## config.mk

```make
export PLATFORM = sky130hd
export DESIGN_NAME = html_entity_to_utf8_decoder
export DESIGN_NICKNAME = d
export VERILOG_FILES = /design/src/design/heud_pkg.sv /design/src/design/html_entity_to_utf8_decoder.sv /design/src/design/heud_ctrl.sv /design/src/design/heud_dpath.sv
export SDC_FILE = /design/constraint.sdc
export NUM_CORES = 1
export LEC_CHECK = 0
export BUFFER_PORTS_ARGS = -buffer_cell sky130_fd_sc_hd__clkbuf_2
export CAP_MARGIN = 20
export CORE_MARGIN = 1
export CORE_UTILIZATION = 55
export CTS_CLUSTER_SIZE = 25
export DETAILED_ROUTE_END_ITERATION = 10
export PLACE_DENSITY = 0.8
export RECOVER_POWER = 100
export SLEW_MARGIN = 0
export SYNTH_ARGS = -nofsm -noshare
export SYNTH_HDL_FRONTEND = slang
export SYNTH_SLANG_ARGS = --single-unit
export TNS_END_PERCENT = 1
```

## constraint.sdc

```tcl
create_clock -name clk -period 5.5 [get_ports clk]
set_input_delay 1.1 -clock clk [delete_from_list [all_inputs] [get_ports clk]]
set_output_delay 1.1 -clock clk [all_outputs]
set_load 0.01 [all_outputs]
```

## src/design/heud_pkg.sv

```systemverilog
// shared types, constants and helper functions of the html entity decoder
// used by heud_ctrl, heud_dpath and the top level; no dependencies
package heud_pkg;

    // byte codes
    localparam logic [7:0] CH_AMP   = 8'h26;
    localparam logic [7:0] CH_SEMI  = 8'h3B;
    localparam logic [7:0] CH_HASH  = 8'h23;
    localparam logic [7:0] CH_NUL   = 8'h00;
    localparam logic [7:0] CH_X_LO  = 8'h78;
    localparam logic [7:0] CH_X_UP  = 8'h58;
    localparam logic [7:0] CH_QMARK = 8'h3F;

    // code point limits
    localparam int         CP_W     = 21;
    localparam int         ACC_W    = CP_W + 4;
    localparam logic [CP_W-1:0] CP_ASCII_LIM = 21'h000080;
    localparam logic [CP_W-1:0] CP_2B_MAX    = 21'h0007FF;
    localparam logic [CP_W-1:0] CP_SURR_LO   = 21'h00D800;
    localparam logic [CP_W-1:0] CP_SURR_HI   = 21'h00DFFF;
    localparam logic [CP_W-1:0] CP_3B_MAX    = 21'h00FFFF;
    localparam logic [CP_W-1:0] CP_MAX       = 21'h10FFFF;
    localparam logic [CP_W-1:0] CP_SAT       = 21'h110000;

    // named references: lt gt amp quot apos nbsp, text packed msb first
    localparam int NUM_NAMES = 6;
    localparam logic [31:0] NAME_TEXT [NUM_NAMES] = '{
        32'h6C74_0000, 32'h6774_0000, 32'h616D_7000,
        32'h7175_6F74, 32'h6170_6F73, 32'h6E62_7370
    };
    localparam logic [2:0] NAME_LEN [NUM_NAMES] = '{
        3'd2, 3'd2, 3'd3, 3'd4, 3'd4, 3'd4
    };
    localparam logic [7:0] NAME_VALUE [NUM_NAMES] = '{
        8'h3C, 8'h3E, 8'h26, 8'h22, 8'h27, 8'h20
    };

    // datapath commands
    typedef enum logic [3:0] {
        OP_NOP,
        OP_LOAD,
        OP_PASS,
        OP_OPEN,
        OP_HOLD,
        OP_FAIL,
        OP_RESOLVE,
        OP_EMIT,
        OP_FINISH
    } op_t;

    // datapath status seen by the controller
    typedef struct packed {
        logic drained;
        logic in_ref;
        logic end_flag;
        logic is_amp;
        logic is_semi;
        logic is_nul;
        logic hold_full;
        logic ref_known;
        logic emit_ok;
        logic seq_last;
    } status_t;

    function automatic logic [7:0] name_char(input logic [2:0] idx, input logic [1:0] pos);
        logic [31:0] txt;
        logic [7:0]  ch;
        txt = NAME_TEXT[idx];
        unique case (pos)
            2'd0:    ch = txt[31:24];
            2'd1:    ch = txt[23:16];
            2'd2:    ch = txt[15:8];
            default: ch = txt[7:0];
        endcase
        return ch;
    endfunction

    // bit 4 set when the byte is a digit of the current base
    function automatic logic [4:0] digit_val(input logic [7:0] b, input logic hex);
        logic [7:0] diff;
        logic [4:0] res;
        res = 5'd0;
        if (b >= 8'h30 && b <= 8'h39) begin
            diff = b - 8'h30;
            res  = {1'b1, diff[3:0]};
        end else if (hex && b >= 8'h61 && b <= 8'h66) begin
            diff = b - 8'h57;
            res  = {1'b1, diff[3:0]};
        end else if (hex && b >= 8'h41 && b <= 8'h46) begin
            diff = b - 8'h37;
            res  = {1'b1, diff[3:0]};
        end
        return res;
    endfunction

    function automatic logic [2:0] utf8_len(input logic [CP_W-1:0] cp);
        logic [2:0] n;
        if (cp == '0 || cp > CP_MAX || cp < CP_ASCII_LIM) begin
            n = 3'd1;
        end else if (cp <= CP_2B_MAX) begin
            n = 3'd2;
        end else if (cp <= CP_3B_MAX) begin
            n = 3'd3;
        end else begin
            n = 3'd4;
        end
        return n;
    endfunction

    function automatic logic [7:0] utf8_byte(input logic [CP_W-1:0] cp, input logic [1:0] idx);
        logic [7:0] b;
        if (cp == '0 || cp > CP_MAX) begin
            b = CH_QMARK;
        end else if (cp < CP_ASCII_LIM) begin
            b = cp[7:0];
        end else if (cp <= CP_2B_MAX) begin
            b = (idx == 2'd0) ? {3'b110, cp[10:6]} : {2'b10, cp[5:0]};
        end else if (cp >= CP_SURR_LO && cp <= CP_SURR_HI) begin
            unique case (idx)
                2'd0:    b = 8'hEF;
                2'd1:    b = 8'hBF;
                default: b = 8'hBD;
            endcase
        end else if (cp <= CP_3B_MAX) begin
            unique case (idx)
                2'd0:    b = {4'b1110, cp[15:12]};
                2'd1:    b = {2'b10, cp[11:6]};
                default: b = {2'b10, cp[5:0]};
            endcase
        end else begin
            unique case (idx)
                2'd0:    b = {5'b11110, cp[20:18]};
                2'd1:    b = {2'b10, cp[17:12]};
                2'd2:    b = {2'b10, cp[11:6]};
                default: b = {2'b10, cp[5:0]};
            endcase
        end
        return b;
    endfunction

endpackage

```

## src/design/html_entity_to_utf8_decoder.sv

```systemverilog
// top level of the html character reference decoder, byte stream to utf-8
// instantiates heud_ctrl and heud_dpath; uses heud_pkg
//
//   channel  direction  handshake                 payload
//   text     in         text_valid / text_stall   text_byte, end_of_text
//   result   out        result_valid / result_stall  out_byte, last, stream_done
//
// a transaction is a load step, a scan step per byte (the new byte and every held
// byte replayed after a failed reference), a step per failed reference for its '&',
// a step per utf-8 byte of a resolved reference and a finish step
// result_stall holds the sequencer only when a byte must move on while the output
// register and the pending byte are both occupied
// rst_n clears pointers, reference state and valid flags; no clearing pass
module html_entity_to_utf8_decoder
    import heud_pkg::*;
#(
    parameter int WINDOW_BYTES = 12
)
(
    input  logic       clk,
    input  logic       rst_n,
    input  logic       text_valid,
    output logic       text_stall,
    input  logic [7:0] text_byte,
    input  logic       end_of_text,
    output logic       result_valid,
    input  logic       result_stall,
    output logic [7:0] out_byte,
    output logic       last,
    output logic       stream_done
);

    // command from the controller, status back from the datapath
    op_t     op;
    status_t status;

    // controller: idle / scan / utf-8 emit sequencer; stalls text while busy
    heud_ctrl u_ctrl (
        .clk        (clk),
        .rst_n      (rst_n),
        .text_valid (text_valid),
        .text_stall (text_stall),
        .status     (status),
        .op         (op)
    );

    // datapath: replay window of WINDOW_BYTES entries, matchers, output stage
    heud_dpath #(
        .WINDOW_BYTES (WINDOW_BYTES)
    ) u_dpath (
        .clk          (clk),
        .rst_n        (rst_n),
        .op           (op),
        .status       (status),
        .text_byte    (text_byte),
        .end_of_text  (end_of_text),
        .result_valid (result_valid),
        .result_stall (result_stall),
        .out_byte     (out_byte),
        .last         (last),
        .stream_done  (stream_done)
    );

endmodule

```

## src/design/heud_ctrl.sv

```systemverilog
// controller state machine of the html entity decoder
// depends on heud_pkg; drives the datapath by command, reads its status
module heud_ctrl
    import heud_pkg::*;
(
    input  logic    clk,
    input  logic    rst_n,
    input  logic    text_valid,
    output logic    text_stall,
    input  status_t status,
    output op_t     op
);

    typedef enum logic [1:0] {
        S_IDLE,
        S_PROC,
        S_EMIT
    } state_t;

    state_t state_reg;
    state_t state_next;

    always_comb
    begin
        state_next = state_reg;
        op         = OP_NOP;
        unique case (state_reg)
            S_IDLE:
            begin
                if (text_valid)
                begin
                    op         = OP_LOAD;
                    state_next = S_PROC;
                end
            end
            S_PROC:
            begin
                if (status.drained)
                begin
                    // end of text flushes an open reference
                    if (status.end_flag && status.in_ref)
                    begin
                        if (status.emit_ok)
                            op = OP_FAIL;
                    end
                    else if (status.emit_ok)
                    begin
                        op         = OP_FINISH;
                        state_next = S_IDLE;
                    end
                end
                else if (!status.in_ref)
                begin
                    if (status.is_amp)
                        op = OP_OPEN;
                    else if (status.emit_ok)
                        op = OP_PASS;
                end
                else if (status.is_semi && status.ref_known)
                begin
                    op         = OP_RESOLVE;
                    state_next = S_EMIT;
                end
                else if (status.is_semi || status.is_nul || status.hold_full)
                begin
                    if (status.emit_ok)
                        op = OP_FAIL;
                end
                else
                begin
                    op = OP_HOLD;
                end
            end
            S_EMIT:
            begin
                if (status.emit_ok)
                begin
                    op = OP_EMIT;
                    if (status.seq_last)
                        state_next = S_PROC;
                end
            end
            default:
            begin
                state_next = S_IDLE;
            end
        endcase
    end

    always_ff @(posedge clk or negedge rst_n)
    begin
        if (!rst_n)
            state_reg <= S_IDLE;
        else
            state_reg <= state_next;
    end

    assign text_stall = (state_reg != S_IDLE);

endmodule

```

## src/design/heud_dpath.sv

```systemverilog
// datapath of the html entity decoder: replay window, reference matching,
// code point accumulation, utf-8 sequencing and output register; uses heud_pkg
module heud_dpath
    import heud_pkg::*;
#(
    parameter int WINDOW_BYTES = 12
)
(
    input  logic       clk,
    input  logic       rst_n,
    input  op_t        op,
    output status_t    status,
    input  logic [7:0] text_byte,
    input  logic       end_of_text,
    output logic       result_valid,
    input  logic       result_stall,
    output logic [7:0] out_byte,
    output logic       last,
    output logic       stream_done
);

    localparam int DEPTH    = WINDOW_BYTES;
    localparam int HOLD_CAP = WINDOW_BYTES - 1;
    localparam int PTR_W    = $clog2(DEPTH);
    localparam int CNT_W    = $clog2(HOLD_CAP + 1);
    localparam int CMP_W    = (CNT_W > 3) ? CNT_W : 3;

    logic [7:0]       win_reg [DEPTH];
    logic [PTR_W-1:0] rp_reg, rp_next, wp_reg, wp_next, sp_reg, sp_next;
    logic [PTR_W-1:0] rp_inc, wp_inc;
    logic [CNT_W-1:0] hc_reg, hc_next;
    logic             in_ref_reg, in_ref_next;
    logic             end_reg, end_next;

    logic [NUM_NAMES-1:0] name_ok_reg, name_ok_next, name_step, name_full;
    logic             num_reg, num_next, hex_reg, hex_next, stop_reg, stop_next;
    logic [CP_W-1:0]  acc_reg, acc_next;
    logic [CP_W-1:0]  emit_cp_reg, emit_cp_next;
    logic [1:0]       emit_idx_reg, emit_idx_next;

    logic             pend_valid_reg, pend_valid_next;
    logic [7:0]       pend_byte_reg, pend_byte_next;
    logic             out_valid_reg, out_valid_next;
    logic [7:0]       out_byte_reg, out_byte_next;
    logic             out_last_reg, out_last_next;
    logic             out_done_reg, out_done_next;

    logic [7:0]       cur_byte;
    logic [4:0]       dig;
    logic [ACC_W-1:0] acc_mul, acc_sum;
    logic [CP_W-1:0]  acc_step;
    logic [CP_W-1:0]  resolved_cp;
    logic             any_named;
    logic             emit_req;
    logic [7:0]       emit_byte;
    logic             out_ready;
    logic [2:0]       seq_len;

    assign rp_inc   = (rp_reg == PTR_W'(DEPTH - 1)) ? '0 : rp_reg + 1'b1;
    assign wp_inc   = (wp_reg == PTR_W'(DEPTH - 1)) ? '0 : wp_reg + 1'b1;
    assign cur_byte = win_reg[rp_reg];

    // per-name prefix match for the byte being held, and full match at ';'
    always_comb
    begin
        for (int n = 0; n < NUM_NAMES; n++)
        begin
            name_step[n] = name_ok_reg[n]
                && (CMP_W'(hc_reg) < CMP_W'(NAME_LEN[n]))
                && (cur_byte == name_char(3'(n), hc_reg[1:0]));
            name_full[n] = name_ok_reg[n] && (CMP_W'(hc_reg) == CMP_W'(NAME_LEN[n]));
        end
    end

    always_comb
    begin
        resolved_cp = acc_reg;
        for (int n = NUM_NAMES - 1; n >= 0; n--)
        begin
            if (name_full[n])
                resolved_cp = {13'd0, NAME_VALUE[n]};
        end
    end

    assign any_named = |name_full;

    // one digit step: times ten or sixteen plus digit, saturating
    assign dig      = digit_val(cur_byte, hex_reg);
    assign acc_mul  = hex_reg ? {acc_reg, 4'd0}
                              : ({1'b0, acc_reg, 3'd0} + {3'd0, acc_reg, 1'b0});
    assign acc_sum  = acc_mul + {{(ACC_W - 4){1'b0}}, dig[3:0]};
    assign acc_step = (acc_sum > ACC_W'(CP_MAX)) ? CP_SAT : acc_sum[CP_W-1:0];

    always_comb
    begin
        rp_next       = rp_reg;
        wp_next       = wp_reg;
        sp_next       = sp_reg;
        hc_next       = hc_reg;
        in_ref_next   = in_ref_reg;
        end_next      = end_reg;
        name_ok_next  = name_ok_reg;
        num_next      = num_reg;
        hex_next      = hex_reg;
        stop_next     = stop_reg;
        acc_next      = acc_reg;
        emit_cp_next  = emit_cp_reg;
        emit_idx_next = emit_idx_reg;
        unique case (op)
            OP_LOAD:
            begin
                wp_next  = wp_inc;
                end_next = end_of_text;
            end
            OP_PASS:
            begin
                rp_next = rp_inc;
            end
            OP_OPEN:
            begin
                rp_next      = rp_inc;
                sp_next      = rp_inc;
                hc_next      = '0;
                in_ref_next  = 1'b1;
                name_ok_next = '1;
                num_next     = 1'b0;
                hex_next     = 1'b0;
                stop_next    = 1'b0;
                acc_next     = '0;
            end
            OP_HOLD:
            begin
                rp_next      = rp_inc;
                hc_next      = hc_reg + 1'b1;
                name_ok_next = name_step;
                if (hc_reg == '0)
                begin
                    num_next = (cur_byte == CH_HASH);
                end
                else if (num_reg && !stop_reg)
                begin
                    if (hc_reg == CNT_W'(1) && (cur_byte == CH_X_LO || cur_byte == CH_X_UP))
                        hex_next = 1'b1;
                    else if (!dig[4])
                        stop_next = 1'b1;
                    else
                        acc_next = acc_step;
                end
            end
            OP_FAIL:
            begin
                // rescan from the first held byte
                rp_next     = sp_reg;
                hc_next     = '0;
                in_ref_next = 1'b0;
            end
            OP_RESOLVE:
            begin
                rp_next       = rp_inc;
                hc_next       = '0;
                in_ref_next   = 1'b0;
                emit_cp_next  = resolved_cp;
                emit_idx_next = 2'd0;
            end
            OP_EMIT:
            begin
                emit_idx_next = emit_idx_reg + 2'd1;
            end
            default:
            begin
            end
        endcase
    end

    // a pending byte waits until it is known whether it ends the transaction
    assign emit_req  = (op == OP_PASS) || (op == OP_FAIL) || (op == OP_EMIT);
    assign out_ready = !out_valid_reg || !result_stall;

    always_comb
    begin
        unique case (op)
            OP_PASS: emit_byte = cur_byte;
            OP_FAIL: emit_byte = CH_AMP;
            default: emit_byte = utf8_byte(emit_cp_reg, emit_idx_reg);
        endcase
    end

    always_comb
    begin
        pend_valid_next = pend_valid_reg;
        pend_byte_next  = pend_byte_reg;
        out_valid_next  = out_valid_reg && result_stall;
        out_byte_next   = out_byte_reg;
        out_last_next   = out_last_reg;
        out_done_next   = out_done_reg;
        if (emit_req)
        begin
            if (pend_valid_reg)
            begin
                out_valid_next = 1'b1;
                out_byte_next  = pend_byte_reg;
                out_last_next  = 1'b0;
                out_done_next  = 1'b0;
            end
            pend_valid_next = 1'b1;
            pend_byte_next  = emit_byte;
        end
        else if (op == OP_FINISH && pend_valid_reg)
        begin
            out_valid_next  = 1'b1;
            out_byte_next   = pend_byte_reg;
            out_last_next   = 1'b1;
            out_done_next   = end_reg;
            pend_valid_next = 1'b0;
        end
    end

    always_ff @(posedge clk or negedge rst_n)
    begin
        if (!rst_n)
        begin
            rp_reg         <= '0;
            wp_reg         <= '0;
            sp_reg         <= '0;
            hc_reg         <= '0;
            in_ref_reg     <= 1'b0;
            end_reg        <= 1'b0;
            emit_idx_reg   <= '0;
            pend_valid_reg <= 1'b0;
            out_valid_reg  <= 1'b0;
        end
        else
        begin
            rp_reg         <= rp_next;
            wp_reg         <= wp_next;
            sp_reg         <= sp_next;
            hc_reg         <= hc_next;
            in_ref_reg     <= in_ref_next;
            end_reg        <= end_next;
            emit_idx_reg   <= emit_idx_next;
            pend_valid_reg <= pend_valid_next;
            out_valid_reg  <= out_valid_next;
        end
    end

    always_ff @(posedge clk)
    begin
        if (op == OP_LOAD)
            win_reg[wp_reg] <= text_byte;
        name_ok_reg   <= name_ok_next;
        num_reg       <= num_next;
        hex_reg       <= hex_next;
        stop_reg      <= stop_next;
        acc_reg       <= acc_next;
        emit_cp_reg   <= emit_cp_next;
        pend_byte_reg <= pend_byte_next;
        out_byte_reg  <= out_byte_next;
        out_last_reg  <= out_last_next;
        out_done_reg  <= out_done_next;
    end

    assign seq_len = utf8_len(emit_cp_reg);

    assign status.drained   = (rp_reg == wp_reg);
    assign status.in_ref    = in_ref_reg;
    assign status.end_flag  = end_reg;
    assign status.is_amp    = (cur_byte == CH_AMP);
    assign status.is_semi   = (cur_byte == CH_SEMI);
    assign status.is_nul    = (cur_byte == CH_NUL);
    assign status.hold_full = (hc_reg == CNT_W'(HOLD_CAP - 1));
    assign status.ref_known = any_named || num_reg;
    assign status.emit_ok   = !pend_valid_reg || out_ready;
    assign status.seq_last  = ({1'b0, emit_idx_reg} == (seq_len - 3'd1));

    assign result_valid = out_valid_reg;
    assign out_byte     = out_byte_reg;
    assign last         = out_last_reg;
    assign stream_done  = out_done_reg;

endmodule

```

==> Yosys cells after proc, flatten, opt, wreduce, memory -nomap -nowiden <==
Memories as Yosys holds them, arrays and structs flattened.
Index checks and enable logic that the tools add are counted.
Widths: inputs -> output; s select.
{ "classes": {"n_addsub": 10, "n_lt_le_gt_ge": 16, "n_eq_ne": 49, "n_mux": 88, "n_reduce_logical": 70} }
{ "op_table": {"columns": ["operator", "n"], "rows": [
  ["$mux 21", 5],
  ["$mux 8", 8],
  ["$pmux 7 s2", 4],
  ["$eq 8x7->1", 6],
  ["$pmux 5 s3", 3],
  ["$le 21x16->1 const B", 2],
  ["$pmux 21 s2", 1],
  ["$pmux 7 s3", 2],
  ["$mux 5", 7],
  ["$mux 4", 8],
  ["$logic_and 1x1->1", 30],
  ["$add 24x22->25", 1],
  ["$add 25x4->25", 1],
  ["$gt 25x21->1 const B", 1],
  ["$mux 25", 1],
  ["$eq 8x6->1 const B", 3],
  ["$ge 21x16->1 const B", 1],
  ["$gt 21x21->1 const B", 1],
  ["$le 21x11->1 const B", 1],
  ["$logic_not 21->1", 1],
  ["$lt 21x8->1 const B", 1],
  ["$mux 1", 21],
  ["$eq 4x3->1 const B", 5],
  ["$mux 2", 10],
  ["other kinds (46)", 109]
]} }
{ "word_totals": {"ff_bits": 93, "ram_bits": 96, "inputBits": 13, "word_cells": 258, "memories": 1} }
{ "mem_list": {"columns": ["memory", "words", "width", "read_ports", "rd_ports_with_merged_regs", "wr", "line_no", "source"], "rows": [
  ["u_dpath.win_reg", 12, 8, 1, 0, 1, "heud_dpath.sv:28", "logic [7:0] win_reg [DEPTH];"]
]} }

==> Depth between registers and ports, before layout <==
An unclocked memory read counts as a cell.
{ "logic_depth": {"word_depth": 15, "mapped_depth": 29} }

==> Cells and area by module <==
A second synthesis with hierarchy kept.
{ "unflattened": {"cells_unflattened": 1051, "area_unflattened_um2": 11354.6} }
{ "by_module_without_submodules": {"columns": ["mod", "n_inst", "cells_per_inst", "area_per_inst_um2"], "rows": [
  ["heud_dpath", 1, 1015, 11074.4],
  ["heud_ctrl", 1, 36, 280.3]
]} }

==> Worst setup path before layout <==
No wires, ideal clock.
{ "synth_timing": {"path_kind": "register -> register", "start": "register u_dpath.rp_reg[0]", "end": "register u_dpath.acc_reg[0] (enable)", "setup_time_ns": 0.428, "arrival_ns": 5.259, "required_time_ns": 5.072, "setup_slack_ns": -0.188, "path_stages_with_launch": 19, "path_buffers": 5, "path_cell_list": "dfrtp_1 buf_6 buf_6 buf_2 mux4_2 mux2i_1 nor2_1 a21oi_1 buf_1 inv_1 ha_1 nand2_1 o32a_1 o22ai_1 or2_2 inv_1 clkbuf_1 nand3_1 o21ai_0"} }
{ "synth_between": {"elab_chain_len": 12} }
{ "synth_lines": {"columns": ["item", "line_no", "source"], "rows": [
  ["start: declaration", "heud_dpath.sv:29", "logic [PTR_W-1:0] rp_reg, rp_next, wp_reg, wp_next, sp_reg, sp_next;"],
  ["start signal: assignment", "heud_dpath.sv:234", "rp_reg <= rp_next;"],
  ["$mem_v2 12x8", null, null],
  ["$eq 8x6->1 or $logic_not 8->1 (tied branches)", "heud_dpath.sv:268, heud_dpath.sv:269", null],
  ["$logic_or 1x1->1 (2 in series)", "heud_ctrl.sv:64", "else if (status.is_semi || status.is_nul || status.hold_full)"],
  ["$mux 3", "heud_ctrl.sv:64", null],
  ["$mux 4", "heud_ctrl.sv:59", "else if (status.is_semi && status.ref_known)"],
  ["$mux 4", "heud_ctrl.sv:52", "else if (!status.in_ref)"],
  ["$mux 4", "heud_ctrl.sv:38", "if (status.drained)"],
  ["$pmux 4 s3", "heud_ctrl.sv:27", "unique case (state_reg)"],
  ["$eq 4x3->1 or $eq 4x2->1 (tied branches)", "heud_dpath.sv:109", "unique case (op)"],
  ["$ne 2x1->1 (no source line) (tied with other cells)", null, null],
  ["$reduce_and 5->1 (no source line) *", null, null],
  ["end signal: assignment", "heud_dpath.sv:254", "acc_reg <= acc_next;"],
  ["end: declaration", "heud_dpath.sv:37", "logic [CP_W-1:0] acc_reg, acc_next;"]
]} }
Every way passes the cells marked *; elsewhere a longest branch is shown, timed or not.
A chain may end at the register's enable or synchronous reset.

==> Worst setup path in the final report <==
{ "layout_timing": {"start": "register u_dpath.rp_reg[0]", "end": "register u_dpath.acc_reg[8], data pin"} }
{ "layout_between": {"elab_chain_len": 15} }
{ "layout_lines": {"columns": ["item", "line_no", "source"], "rows": [
  ["$mem_v2 12x8", null, null],
  ["$ge 8x7->1", "heud_pkg.sv:89", "end else if (hex && b >= 8'h41 && b <= 8'h46) begin"],
  ["$logic_and 1x1->1 (2 in series)", "heud_pkg.sv:89", null],
  ["$mux 5", "heud_pkg.sv:89", null],
  ["$mux 5", "heud_pkg.sv:86", "end else if (hex && b >= 8'h61 && b <= 8'h66) begin"],
  ["$mux 5", "heud_pkg.sv:83", "if (b >= 8'h30 && b <= 8'h39) begin"],
  ["$add 25x4->25", "heud_dpath.sv:91", "assign acc_sum = acc_mul + {{(ACC_W - 4){1'b0}}, dig[3:0]};"],
  ["$gt 25x21->1", "heud_dpath.sv:92", "assign acc_step = (acc_sum > ACC_W'(CP_MAX)) ? CP_SAT : acc_sum[CP_W-1:0];"],
  ["$mux 21", "heud_dpath.sv:92", null],
  ["$mux 21", "heud_dpath.sv:144", "else if (!dig[4])"],
  ["$mux 21", "heud_dpath.sv:142", "if (hc_reg == CNT_W'(1) && (cur_byte == CH_X_LO || cur_byte == CH_X_UP))"],
  ["$mux 21", "heud_dpath.sv:140", "else if (num_reg && !stop_reg)"],
  ["$mux 21", "heud_dpath.sv:136", "if (hc_reg == '0)"],
  ["$pmux 21 s2 *", "heud_dpath.sv:109", null]
]} }
Every way passes the cells marked *; elsewhere a longest branch is shown, timed or not. The select of a mux whose other input is x is not followed.

==> reports/metrics.cfg <==
[outcome]
status = complete, no violations

[setup_path]
required_ps = 5790
startpoint_type = flip-flop
worstPathMaxFanout = 29
crit_type = flip-flop to flip-flop
startpoint = u_dpath.rp_reg[0]$_DFFE_PN0P_
arrival_ps = 5450
reg2reg_from = u_dpath.rp_reg[0]$_DFFE_PN0P_
cp-end-kind = flip-flop

[layout]
diodes = 0
seq_area_um2 = 5557
largest_reg_flops = 96
post-route-util_pct = 61.46
area_growth_pct = 9.243
multi_input_area_um2 = 5498
fillCellCount = 1611
drive_gt1_share_pct = 13.15
fin_nets = 1149

[routing]
drt-wirelength-per-cell_um = 19.16
route.detailed.drc = 0
drtPass1Iterations = 9
drtIter0Drc = 745
wl_mm = 26.31
vias = 8546
drtAntennaViolNets = 0
via_per_inst = 6.224

[placement]
hpwlAfterDp_mm = 18.78
portBuffers = 24
gp_congestion = 0.9587
post-place-ws_ps = -10.08

[pwr]
ir_worst_vdd_mv = 0.3492
seqPwrFrac_pct = 37.0
p_leak_nw = 4.445
p_per_area_nw_per_um2 = 446.1
p_comb_share_pct = 42.6
power.switching_mw = 2.133
pwr-share-clk_pct = 20.3
internal_power_mw = 3.415
swShare_pct = 38.45

[hold_path]
hold_path_class = flip-flop to flip-flop
hold_start = u_dpath.pend_byte_reg[2]$_DFFE_PN_

[clock_tree]
cts_hold_buf = 0
clk_latency_ps = 440
clockBufferDepth = 2
cts_root_buffer = clkbuf_16
path_clk_slew_ps = 70
cts_tree = yes
h-tree-depth = 4
cts_made_buffers = 17
cts.sinks = 189

[floorplanning]
io_pins = 25
start_util_pct = 56.26
fp.dieH_um = 145.9
die-area_um2 = 21280
fp-row-count = 52
coreArea_um2 = 20230
fp.dieW_um = 145.9

[synth]
synthesis.nets = 1118
synth_most_common_cell = edfxtp_1
synth.ff_latch_count = 189
yosysTopAreaCellShare_pct = 43.52
synthCells = 1059
synth_commonest_cells = 165 x edfxtp_1, 115 x nand2_1, 69 x nor2_1, 69 x o21ai_0, 51 x a21oi_1
synth_largest_area_cell = edfxtp_1
synthArstFlopShare_pct = 12.70
yosysUniqueCellTypes = 97
synth.area.top_cells = edfxtp_1 44%, dfrtp_1 5.3%, ha_1 4.8%, nand2_1 3.8%, mux4_2 3.4%
synthesis.area_um2 = 11380
yosys_warnings = 0
syn-mean-instance-area_um2 = 10.75
ys_seq_area_share_pct = 48.80
synth_enable_flop_cells = 165
synth-main-ff-cell = edfxtp_1

[global_routing]
grt_use_total_pct = 25.14
grt_max_degree = 46
grt-ovfl-total = 0
grt_pass1_vias = 8204
grt_pass1_wl_mm = 42.29
antenna_found_initial = 0

[timing]
period_needed_ps = 5159
period_share_pct = 93.80
fmax_mhz = 193.8
fin_skew_ps = 10.89
report.final.slew_viol_count = 0
slew_headroom_pct = 7.253
setup_violations = 0
setup_ws_ps = 340.8
tightestPinTransition_ps = 1391
hold_viol_final = 0
timing.setup.tns_ps = 0

[flow_run]
drv_cap = 0

==> power by group through the flow <==
stage | clock (mW) | combinational (mW) | sequential, mW
floorplan | 0 | 1.69 | 2.01
global placement | 0 | 2.23 | 2.07
detailed placement | 0 | 2.28 | 2.08
CTS | 1.14 | 2.31 | 2.05
global route | 1.19 | 2.60 | 2.08
finish | 1.13 | 2.37 | 2.05
==> cells in the final DEF (no fill, tap or decap), types with 12 or more instances in the layout <==
| cell type | n |
|---|---|
| nand2_1 | 115 |
| nand4_1 | 16 |
| clkbuf_1 | 27 |
| xor2_1 | 19 |
| dfrtp_1 | 23 |
| o22ai_1 | 12 |
| xnor2_1 | 24 |
| edfxtp_1 | 165 |
| ha_1 | 44 |
| buf_4 | 34 |
| clkbuf_16 | 17 |
| mux4_2 | 17 |
| and3_1 | 15 |
| and2_1 | 20 |
| o21ai_0 | 65 |
| o31ai_1 | 14 |
| mux2_2 | 13 |
| nor2_2 | 12 |
| nand3_1 | 45 |
| nor3_1 | 18 |
| nor2_1 | 67 |
| and2_0 | 14 |
| a21o_1 | 12 |
| a21oi_1 | 51 |
| inv_1 | 35 |
==> final cells by class <==
type	instances	share of cell area [%]
timing repair buffer	61	3.018
sequential	189	44.68
inverter	36	1.087
clock inverter	11	0.6740
multi-input combinational	785	44.21
clock buffer	21	3.622
tap	270	2.716
==> kinds of logic after synthesis <==
group	synth area share, %
XOR/XNOR	3.451
AND/OR/NAND/NOR	17.78
flip-flops	48.80
multiplexers	5.781
AO/OA/AOI/OAI	15.68
adder cells (fa/ha/maj)	5.187
buffers and inverters	3.319
==> worst paths after layout <==
check	slack, ps	end	depth (start not counted)
max	340	u_dpath.acc_reg[8]$_SDFFCE_PN0P_	21
min	430	u_dpath.out_byte[2]$_DFFE_PP_	0
max reg2reg	340	u_dpath.acc_reg[8]$_SDFFCE_PN0P_	21
min reg2reg	430	u_dpath.out_byte[2]$_DFFE_PP_	0
max in group asynchronous	3610	u_dpath.rp_reg[0]$_DFFE_PN0P_	1
min in group asynchronous	970	u_dpath.sp_reg[3]$_DFFE_PN0P_	1
==> worst max-delay path, stage by stage (launching register included) <==
cell	delay, ps
dfrtp_2	460
buf_4	170
buf_12	170
mux4_2	350
nor2_1	50
o31ai_2	410
nor3b_2	320
nand3_1	200
o22ai_1	230
ha_1	220
fa_1	220
a21oi_1	90
nor2_2	140
and4b_1	250
nand2b_1	110
nand3b_1	240
nor3_4	290
nand3_2	150
a211oi_4	290
o2111ai_4	230
buf_4	260
nor2_1	120
==> timing repair <==
action                     CTS  global route
pin swaps                    0             3
resized for setup            1            11
setup buffers                0            10
hold endpoints to repair     0             0
gates cloned                 0             0
setup endpoints to repair    7            21
==> stage by stage <==
| step | cell area [um^2] | hold slack, ps | total power [mW] | cells |
|---|---|---|---|---|
| 2_1_floorplan | 11380 | 400.3 | 3.699 | 1059 |
| 4_1_cts | 12360 | 424.8 | 5.498 | 1363 |
| 3_3_place_gp | 11820 | 401.7 | 4.300 | 1331 |
| 6_report | 12440 | 425.3 | 5.548 | 1373 |
| 3_5_place_dp | 11820 | 414.1 | 4.364 | 1331 |
| 5_1_grt | 12440 | 427.3 | 5.869 | 1373 |
==> metal layers <==
| metal | up-vias | routed length (um) | global-route usage, % |
|---|---|---|---|
| li1 | 4068 | - | - |
| met1 | 4104 | 11270 | 32.94 |
| met2 | 326 | 12960 | 42.66 |
| met3 | 48 | 1527 | 4.044 |
| met4 | 0 | 555 | 8.263 |
| met5 | - | 0 | 0 |
(Power assumes the default switching activity.)
